File: src/rtl/brn_pkg.sv
// Shared types, constants and helper functions for the bilinear resize and normalize block.
// Used by brn_front, brn_fifo, brn_back and bilinear_resize_normalize.
// No dependencies.
`timescale 1ns / 1ps
`default_nettype none
package brn_pkg;

	// Output grid and fixed-point layout
	localparam int OUT_SIDE = 224;
	localparam int WFB      = 12;          // fractional bits of coordinates and weights
	localparam int OIW      = 8;           // output index width
	localparam int SZW      = 14;          // internal size width (holds up to 16383)
	localparam int CFGW     = 13;          // configuration data width
	localparam int QW       = 26;          // coordinate tracker width
	localparam int CNTW     = 4;           // per-axis match count width
	localparam int MIN_SRC_SIDE = 64;

	// Register indexes
	localparam logic [1:0] REG_SRC_WIDTH  = 2'd0;
	localparam logic [1:0] REG_SRC_HEIGHT = 2'd1;
	localparam logic [CFGW-1:0] SIZE_RESET = 13'd224;

	// Normalization: n = floor(((v + NORM_BIAS) >> 9) / 255), out = n - HALF_SCALE
	localparam logic [32:0] NORM_BIAS  = 33'd65280;
	localparam logic [47:0] NORM_RECIP = 48'd8421505;   // ceil(2^31 / 255)
	localparam logic [15:0] HALF_SCALE = 16'd16384;

	typedef struct packed {
		logic [7:0] red;
		logic [7:0] green;
		logic [7:0] blue;
	} pixel_t;

	typedef struct packed {
		logic [7:0]         out_x;
		logic [7:0]         out_y;
		logic signed [15:0] red_norm;
		logic signed [15:0] green_norm;
		logic signed [15:0] blue_norm;
		logic               last;
	} result_t;

	// Source coordinate tracker: output index, scaled coordinate and remainder mod 7
	typedef struct packed {
		logic [OIW-1:0] idx;
		logic [QW-1:0]  q;
		logic [2:0]     rem;
	} axis_t;

	// Per-axis constants derived from the effective source size
	typedef struct packed {
		logic [SZW-1:0] size;
		logic [QW-1:0]  qs;
		logic [2:0]     rs;
		logic [QW-1:0]  q0;
		logic [2:0]     r0;
	} axis_cfg_t;

	// One accepted pixel with its neighbors and the output ranges it completes
	typedef struct packed {
		pixel_t          pix;
		pixel_t          left;
		pixel_t          above;
		pixel_t          above_left;
		axis_t           xs;
		axis_t           ys;
		logic [CNTW-1:0] xcnt;
		logic [CNTW-1:0] ycnt;
	} desc_t;

	// Divide a size-range value by 7 with a reciprocal multiply
	function automatic logic [SZW-1:0] div7(input logic [SZW-1:0] v);
		logic [27:0] p;
		p = 28'(v) * 28'd9363;
		return SZW'(p[27:16]);
	endfunction

	// floor(128 * b / 7) for a residue b of 0 to 6
	function automatic logic [6:0] frac128(input logic [2:0] b);
		logic [6:0] r;
		case (b)
			3'd0: r = 7'd0;
			3'd1: r = 7'd18;
			3'd2: r = 7'd36;
			3'd3: r = 7'd54;
			3'd4: r = 7'd73;
			3'd5: r = 7'd91;
			3'd6: r = 7'd109;
			default: r = 7'd0;
		endcase
		return r;
	endfunction

	// Build the tracker start point and step for one axis
	function automatic axis_cfg_t make_axis_cfg(input logic [SZW-1:0] size);
		axis_cfg_t      c;
		logic [SZW-1:0] a;
		logic [SZW-1:0] b;
		logic [SZW-1:0] s2;
		logic [SZW-1:0] a2;
		logic [SZW-1:0] b2;
		logic [3:0]     b2x;
		a   = div7(size);
		b   = size - SZW'(a * SZW'(7));
		s2  = size + SZW'(OUT_SIDE);
		a2  = div7(s2);
		b2  = s2 - SZW'(a2 * SZW'(7));
		b2x = {b[2:0], 1'b0};
		c.size = size;
		c.qs   = (QW'(a) << 7) + QW'(frac128(b[2:0]));
		c.rs   = (b2x >= 4'd7) ? 3'(b2x - 4'd7) : b2x[2:0];
		c.q0   = (QW'(a2) << 6) + QW'(b2) * QW'(9);
		c.r0   = b2[2:0];
		return c;
	endfunction

	// Tracker start for output index zero
	function automatic axis_t axis_init(input axis_cfg_t c);
		axis_t t;
		t.idx = '0;
		t.q   = c.q0;
		t.rem = c.r0;
		return t;
	endfunction

	// Advance the tracker to the next output index
	function automatic axis_t axis_adv(input axis_t t, input axis_cfg_t c);
		axis_t      n;
		logic [3:0] rr;
		rr    = 4'(t.rem) + 4'(c.rs);
		n.idx = t.idx + OIW'(1);
		if (rr >= 4'd7) begin
			n.rem = 3'(rr - 4'd7);
			n.q   = t.q + c.qs + QW'(1);
		end else begin
			n.rem = rr[2:0];
			n.q   = t.q + c.qs;
		end
		return n;
	endfunction

	// Clamped upper neighbor of a tracked coordinate
	function automatic logic [SZW-1:0] hi_of(input logic [QW-1:0] q, input logic [SZW-1:0] size);
		logic [SZW-1:0] a;
		logic [SZW-1:0] top;
		a   = SZW'(q[QW-1:WFB]);
		top = size - SZW'(1);
		return (a > top) ? top : a;
	endfunction

	// True when the two neighbors along this axis are different source samples
	function automatic logic split_of(input logic [QW-1:0] q, input logic [SZW-1:0] size);
		logic [SZW-1:0] a;
		a = SZW'(q[QW-1:WFB]);
		return (a != '0) && (a <= size - SZW'(1));
	endfunction

endpackage
`default_nettype wire

File: src/rtl/brn_fifo.sv
// Short descriptor queue between the front and back parts.
// Depends on brn_pkg for the descriptor type.
`timescale 1ns / 1ps
`default_nettype none
module brn_fifo (
	input  wire logic          clk,
	input  wire logic          arst_n,
	input  wire logic          push,
	input  wire brn_pkg::desc_t push_data,
	output logic               full,
	input  wire logic          pop,
	output brn_pkg::desc_t     pop_data,
	output logic               empty
);
	import brn_pkg::*;

	localparam int DEPTH = 4;
	localparam int AW    = $clog2(DEPTH);

	desc_t        slot_q [DEPTH];
	logic [AW:0]  wr_q;
	logic [AW:0]  rd_q;

	assign empty    = (wr_q == rd_q);
	assign full     = (wr_q[AW] != rd_q[AW]) && (wr_q[AW-1:0] == rd_q[AW-1:0]);
	assign pop_data = slot_q[rd_q[AW-1:0]];

	// Advance pointers
	always_ff @(posedge clk or negedge arst_n) begin
		if (!arst_n) begin
			wr_q <= '0;
			rd_q <= '0;
		end else begin
			if (push && !full) wr_q <= wr_q + (AW+1)'(1);
			if (pop && !empty) rd_q <= rd_q + (AW+1)'(1);
		end
	end

	// Store entries
	always_ff @(posedge clk) begin
		if (push && !full) slot_q[wr_q[AW-1:0]] <= push_data;
	end

endmodule
`default_nettype wire

File: config.mk
export PLATFORM = sky130hd
export DESIGN_NAME = brn_fifo
export DESIGN_NICKNAME = d
export VERILOG_FILES = /design/src/rtl/brn_pkg.sv /design/src/rtl/brn_fifo.sv
export SDC_FILE = /design/constraint.sdc
export NUM_CORES = 1
export LEC_CHECK = 0
export ABC_AREA = 1
export BUFFER_PORTS_ARGS = -buffer_cell sky130_fd_sc_hd__buf_4
export CORE_MARGIN = 5
export CORE_UTILIZATION = 30
export DETAILED_ROUTE_END_ITERATION = 16
export SLEW_MARGIN = 10
export SYNTH_ARGS = -nofsm -noshare
export SYNTH_HDL_FRONTEND = slang
export SYNTH_SLANG_ARGS = --single-unit
File: constraint.sdc
create_clock -name clk -period 18.85 [get_ports clk]
set_clock_uncertainty 0.05 [all_clocks]
set_input_delay 0.9425 -clock clk [delete_from_list [all_inputs] [get_ports clk]]
set_output_delay 0.9425 -clock clk [all_outputs]
set_load 0.005 [all_outputs]
Word-level counts from Yosys, hierarchy flattened
Memories as Yosys holds them, arrays and structs flattened. Index checks and enable logic that the tools add are counted. W data, S select, Z words.

Bits in read-only memories: 0. Memory bits (writable): 712. Bits in registers: 6. Memories kept: 1. Bits in latches: 0.

$add $sub $neg: 2. Reduce and logical (&&, ||, !) cells: 5. Divide/modulo/power cells: 0. Multipliers: 0. Eq/ne operators: 3. Shift operators: 0. Muxes and demuxes: 2. Bitwise operators: 0. Magnitude comparators: 0.

Memories: slot_q (words 4, bits a word 178, rd ports 1, clocked after memory_dff 0, wr ports 1, line brn_fifo.sv:20) `desc_t slot_q [DEPTH];`.

Operators with widths (count): $add A3 B1 Y3 const B (2); $eq A3 B3 Y1 (1); $logic_and A1 B1 Y1 (3); $eq A2 B2 Y1 (1); $logic_not A1 Y1 (2); $mux W1 (2); $ne A1 B1 Y1 (1).

Longest topological paths before layout
Gate-level depths: netlist (run 1).

Depth after elaboration: 6. Gate-level depth with buffers: 9. Mapped depth without buffers: 7.

Least setup slack after synthesis (run 1)
OpenSTA, ideal clock, no wires.

Kind: in2reg. Start: in push. End: mem slot_q[0][0] (netlist name) (enable). Path buffers: 0. Setup time: 0.718 ns. Slack: 9.680 ns. Arrival: 8.402 ns. Stages: 2. Path through: nand2_2 nor2_1.

Longest elaborated chain between the ends: 3.

Ends and longest elaborated chain: start, declared (line brn_fifo.sv:8) `input wire logic push,`; $logic_and A1 B1 Y1 (line brn_fifo.sv:41) `if (push && !full) slot_q[wr_q[AW-1:0]] <= push_data;`; $mux W1 (line brn_fifo.sv:41); $mux W1 (implied by the code) (line brn_fifo.sv:41); end, declared (line brn_fifo.sv:20).

No other way between the ends.

==> results of run 1 <==
[Yosys cell counts (all sizes together)]
cell type	count	area, µm²
nor2	359	1350
dfrtp	6	150
o22ai	178	1110
buf	64	599
clkbuf	54	204
inv	12	52.6
ha	5	62.6
xnor2	1	16.3
nand2	25	101
nand3	8	57.6
xor2	1	8.76
o21ai	356	1780
clkinv	1	5.00
edfxtp	712	21400
[sequential cells by signal (all words and copies together) (netlist names)]
signal	flops
slot_q	712
rd_q	3
wr_q	3
[metal layers]
layer | vias up | track usage, % | share of wire, %
met5 | - | 0 | 0.093
met4 | 8 | 4.15 | 2.3
met3 | 98 | 4.11 | 7.9
met2 | 505 | 21.8 | 48
met1 | 8133 | 16.9 | 42
li1 | 7442 | - | -
[cell families (layout without fill, tap and decap cells)]
kind of cell	Yosys count	in the layout	synth area share, %
AO/OA/AOI/OAI	534	534	10.8
adder cells (fa/ha/maj)	5	5	0.233
buffers and inverters	131	523	3.20
other	0	2	0
XOR/XNOR	2	2	0.0931
AND/OR/NAND/NOR	392	392	5.60
flip-flops	718	718	80.1
[cell type report]
class / count / area [µm²]
fillers: 8352 / 55800
diodes: 2 / 5.00
inverters: 13 / 73.8
well taps: 1165 / 1460
clock buffers: 102 / 2130
multi-input cells: 933 / 4510
repair buffers: 377 / 2870
clock inverters: 31 / 299
flip-flops and latches: 718 / 21500
[final timing paths]
check                                 endpoint  slack [ns]
worst min register to register         wr_q[2]        0.51
worst max register to register   slot_q[2][90]       14.44
min in group clk                slot_q[2][152]        0.46
max in group asynchronous              rd_q[0]       18.51
worst min-delay path                   rd_q[1]        0.08
worst max-delay path             pop_data[111]       13.52
[metrics by stage]
step	area (µm²)	hold slack, ns
2_1_floorplan	26900	0.434
3_3_place_gp	30400	0.455
3_5_place_dp	30400	0.486
4_1_cts	32900	0.0123
5_1_grt	32900	0.0420
6_report	32900	0.0830
[power breakdown]
group	internal (W)	leakage (nW)	total [W]	switching, W
clock	0.000841	1.19	0.00144	0.000601
sequential	0.00213	6.60	0.00223	0.000104
combinational	0.000664	3.37	0.00177	0.00110
total	0.00363	11.2	0.00544	0.00181
==> metrics.txt, run 1 <==
Avg WL per Cell=between 15 and 20 µm; worst skew pair latency=about 0.62 ns; row cnt=109; first-pass GRT wire length=about 98000 µm; Place WS=roughly 14 ns; # nets final=between 2000 and 2500; CTS Buffer Depth=3; cell depth of the worst setup path=6; DRC=0; Non-Filler Instances=3341; maximum vdd drop=between 0.0001 and 0.00015 V; Worst setup EP type=primary output; worst-margin pin slew=~1.4 ns; Bufs and invs on worst path=4; post-cts resize count=0; post-CTS setup buffers=0; most common cell after layout, fill and taps aside=edfxtp_1; Post-DP HPWL=36900 µm; critical path, cell by cell=clkinv_8 -> buf_4 -> buf_4 -> nor2_1 -> o22ai_1 -> buf_4; Die Ht=between 300 and 400 µm; First-pass DRT Iterations=6; vias per cell=4.84; Tot Pwr=roughly 0.0054 W; Synth Instances=around 1800; status=finished, final reports clean; reg2reg start=rd_q[0]; Netlist Area Pre-Place=between 20000 and 30000 µm²; max_cap viols=0; final hold violation count=0; reg2reg path depth=7; DRT iter0 DRCs=between 1000 and 1500; Sink Count=just over 700; Reg clk slew, reported paths=approximately 0.06 ns; layout cells sized above 1=around 23%; worst-path fanout max=around 180; commonest cells after routing, fill and taps aside=edfxtp_1 (712), buf_4 (374), nor2_1 (356); Ys Warns=0; Seq cells post-synth=718; post-synth cell types=25; die area=roughly 96000 µm²; max-slew violation count=0; clock root buffer=clkbuf_16; fin crit period=around 5.3 ns; initial antenna violation count=5; pwr dens=165 nW/µm²; RSZ-0062 raised after global routing=false; critical path class=reg2out; post-synthesis net count=roughly 2000; io pins=around 360; Critical Path AT=around 4.3 ns; htree depth=3; leak pwr=11.2 nW; Vias=16186; Initial Util=between 30% and 40%; CP startpoint kind=flop; Final period util=between 20% and 30%; CP peak stage delay=approximately 0.90 ns; die width=a little over 300 µm; Rel. slew slack=approximately 6.8%; Worst Setup SP=rd_q[0]; Data required, critical path=17.86 ns; final setup vio count=0; worst hold path class=in2async; CP max-delay cell=buf_4; CTS tree=done; Hold Buf Count CTS=0; syn_area_per_cell=15.1 µm²; area growth from synthesis to layout=22.3%; Buffers on Ports=about 360; register area share after synthesis=between 80 and 90%; final worst setup slack=13.52 ns; TritonCTS Buffers=78; Placeable Area=just under 90000 µm²; GRT Total Usage=13.2%; GPL Wtd Cong=about 0.74; vias in the first global route=~16000; largest net degree at the start of global routing=between 200 and 250; Fmax=188 MHz; setup_tns=0 ns; WL final=between 60000 and 70000 µm; Final Core Density=37.1%; CP top delay family=buffers and inverters; Final ANT Viol Nets=0; Cells after DPL=around 3200; gr ovfl total=0; most frequent CP cell=buf_4
No activity file was read; power rests on OpenSTA's default activity.
==> run 2: changes to the inputs <==
==> constraint.sdc (replaced) <==
create_clock -name clk -period 4.4 [get_ports clk]
set_clock_uncertainty 0.05 [all_clocks]
set_input_delay 0.22 -clock clk [delete_from_list [all_inputs] [get_ports clk]]
set_output_delay 0.22 -clock clk [all_outputs]
set_load 0.005 [all_outputs]
==> run 2 against run 1 <==
Sequential cell count unchanged. Routed wire length up 3.7%. Critical path depth down 1. Worst setup slack lost 13 ns. Register-to-register slack worse by 13 ns. Global-route usage rose by 0.52 points. Critical path type unchanged. Largest power group unchanged. Sequential share of layout area decreased by 3.8 points. Count of clock-buffer cells in the layout shrank 11.
==> metrics.txt, run 2 (synthesized netlist as in run 1, its figures left out) <==
Hold Buf Count CTS=between 150 and 200; Tot Pwr=0.0236 W; GR Layer Usage met2=a little under a quarter; Reg clk slew, reported paths=roughly 0.060 ns; largest net degree at the start of global routing=170; grt met3 use=under 10%; worst-margin pin slew=approximately 1.1 ns; most common cell after layout, fill and taps aside=edfxtp_1; TritonCTS Buffers=77; layout cells sized above 1=between 20% and 30%; # nets final=around 2500; worst-path fanout max=108; GRT Total Usage=between 10% and 20%; CP startpoint kind=flop; Sink Count=around 720; clock root buffer=clkbuf_16; Final ANT Viol Nets=0; fin crit period=~3.8 ns; pwr dens=a little under 700 nW/µm²; CTS tree=done; row cnt=roughly 110; Rel. slew slack=26.5%; M1 GR Usage=between 15 and 20%; First-pass DRT Iterations=8; Buffers on Ports=approximately 360; io pins=about 360; critical path, cell by cell=buf_4 -> buf_4 -> o21ai_0 -> o22ai_1 -> buf_4; Placeable Area=a little under 90000 µm²; Cells after DPL=~3200; maximum vdd drop=between 0.0004 and 0.0005 V; Avg WL per Cell=roughly 19 µm; Vias=between 15000 and 20000; CP max-delay cell=buf_4; area growth from synthesis to layout=29.9%; critical path class=reg2out; die area=~96000 µm²; Final period util=a little under nine tenths; post-cts resize count=0; DRC=0; Fillers=about 8100; Initial Util=between 30% and 40%; DRT iter0 DRCs=between 1000 and 1500; commonest cells after routing, fill and taps aside=edfxtp_1 (712), buf_4 (374), nor2_1 (356); CP peak stage delay=0.83 ns; leak pwr=12.0 nW; CTS Buffer Depth=3; Post-DP HPWL=about 38000 µm; GPL Wtd Cong=0.738; most frequent CP cell=buf_4; vias per cell=between 4 and 5; Critical Path AT=3.53 ns; post-CTS setup buffers=0; Final Core Density=around 40%; Die Ht=slightly above 300 µm; Data required, critical path=roughly 4.1 ns; max-slew violation count=0; register area=21500 µm²; Worst setup EP type=primary output; first-pass GRT wire length=~100000 µm; max_cap viols=0; status=finished, final reports clean; worst hold path class=in2reg; WL final=68400 µm; max reg flops=712; final setup vio count=0; Fmax=~260 MHz; final hold violation count=0; RSZ-0062 raised after global routing=false; Non-Filler Instances=~3500; gr busiest metal=met2; initial antenna violation count=14; gr ovfl total=0; vias in the first global route=~17000; htree depth=3; die width=309 µm; worst skew pair latency=just over 0.6 ns; Multi-input gate area=roughly 4500 µm²
[run 2: changes by cell type in the layout (fill, tap and decap cells not counted), sizes merged, moves of 3 or more]
cell / previous run / this run
diode: 2 / 13
clkinv: 22 / 32
clkbuf: 102 / 91
dlygate4sd3: 0 / 182
buf: 377 / 386
bufinv: 3 / 6
[run 2: critical path, delay by kind of cell (launching register included)]
family	cells	cell delay, ns
buffers and inverters	3	1.48
DFF	1	0.74
AOI/OAI and AO/OA	2	0.65
[run 2: path summary, 6_finish.rpt]
| check | from | endpoint | slack [ns] | cells past startpoint |
|---|---|---|---|---|
| setup / recovery | rd_q[0] | pop_data[60] | 0.60 | 5 |
| hold / removal | push_data[20] | slot_q[2][20] | 0.28 | 2 |
| setup reg to reg | rd_q[0] | slot_q[2][164] | 1.35 | 7 |
| hold reg to reg | wr_q[2] | wr_q[2] | 0.48 | 2 |
| max in group asynchronous | arst_n | rd_q[0] | 3.51 | 3 |
| min in group asynchronous | arst_n | rd_q[1] | 0.55 | 3 |
[run 2: stage by stage]
step	TNS, ns	area (µm²)	setup WS (ns)	hold slack [ns]
after global placement	0	30600	1.32	-0.0175
after floorplan	-914.99	26900	-1.71	-0.126
after global routing	0	34900	0.249	0.238
final	0	34900	0.601	0.285
after CTS	0	34900	0.469	0.215
after detailed placement	0	30600	1.13	-0.0162
[run 2: area by class of cell]
cell class              count  area share, %
diodes                     13         0.0931
clock buffers              91           5.73
clock inverters            45           1.28
inverters                  13          0.201
multi-input cells         933           12.9
flip-flops and latches    718           61.7
well taps                1165           4.17
repair buffers            568           13.9
[run 2: routing by layer]
layer | vias to the layer above | share of wire (%)
met5 | - | 0.040
met4 | 4 | 1.8
met3 | 94 | 7.8
met2 | 481 | 49
met1 | 8468 | 41
li1 | 7843 | -
[run 2: power by group]
| group | leakage, nW | internal [W] | switching (W) |
|---|---|---|---|
| Sequential | 6.60 | 0.00909 | 0.000404 |
| Combinational | 4.20 | 0.00304 | 0.00485 |
| Clock | 1.19 | 0.00363 | 0.00259 |
| Total | 12.0 | 0.0158 | 0.00784 |
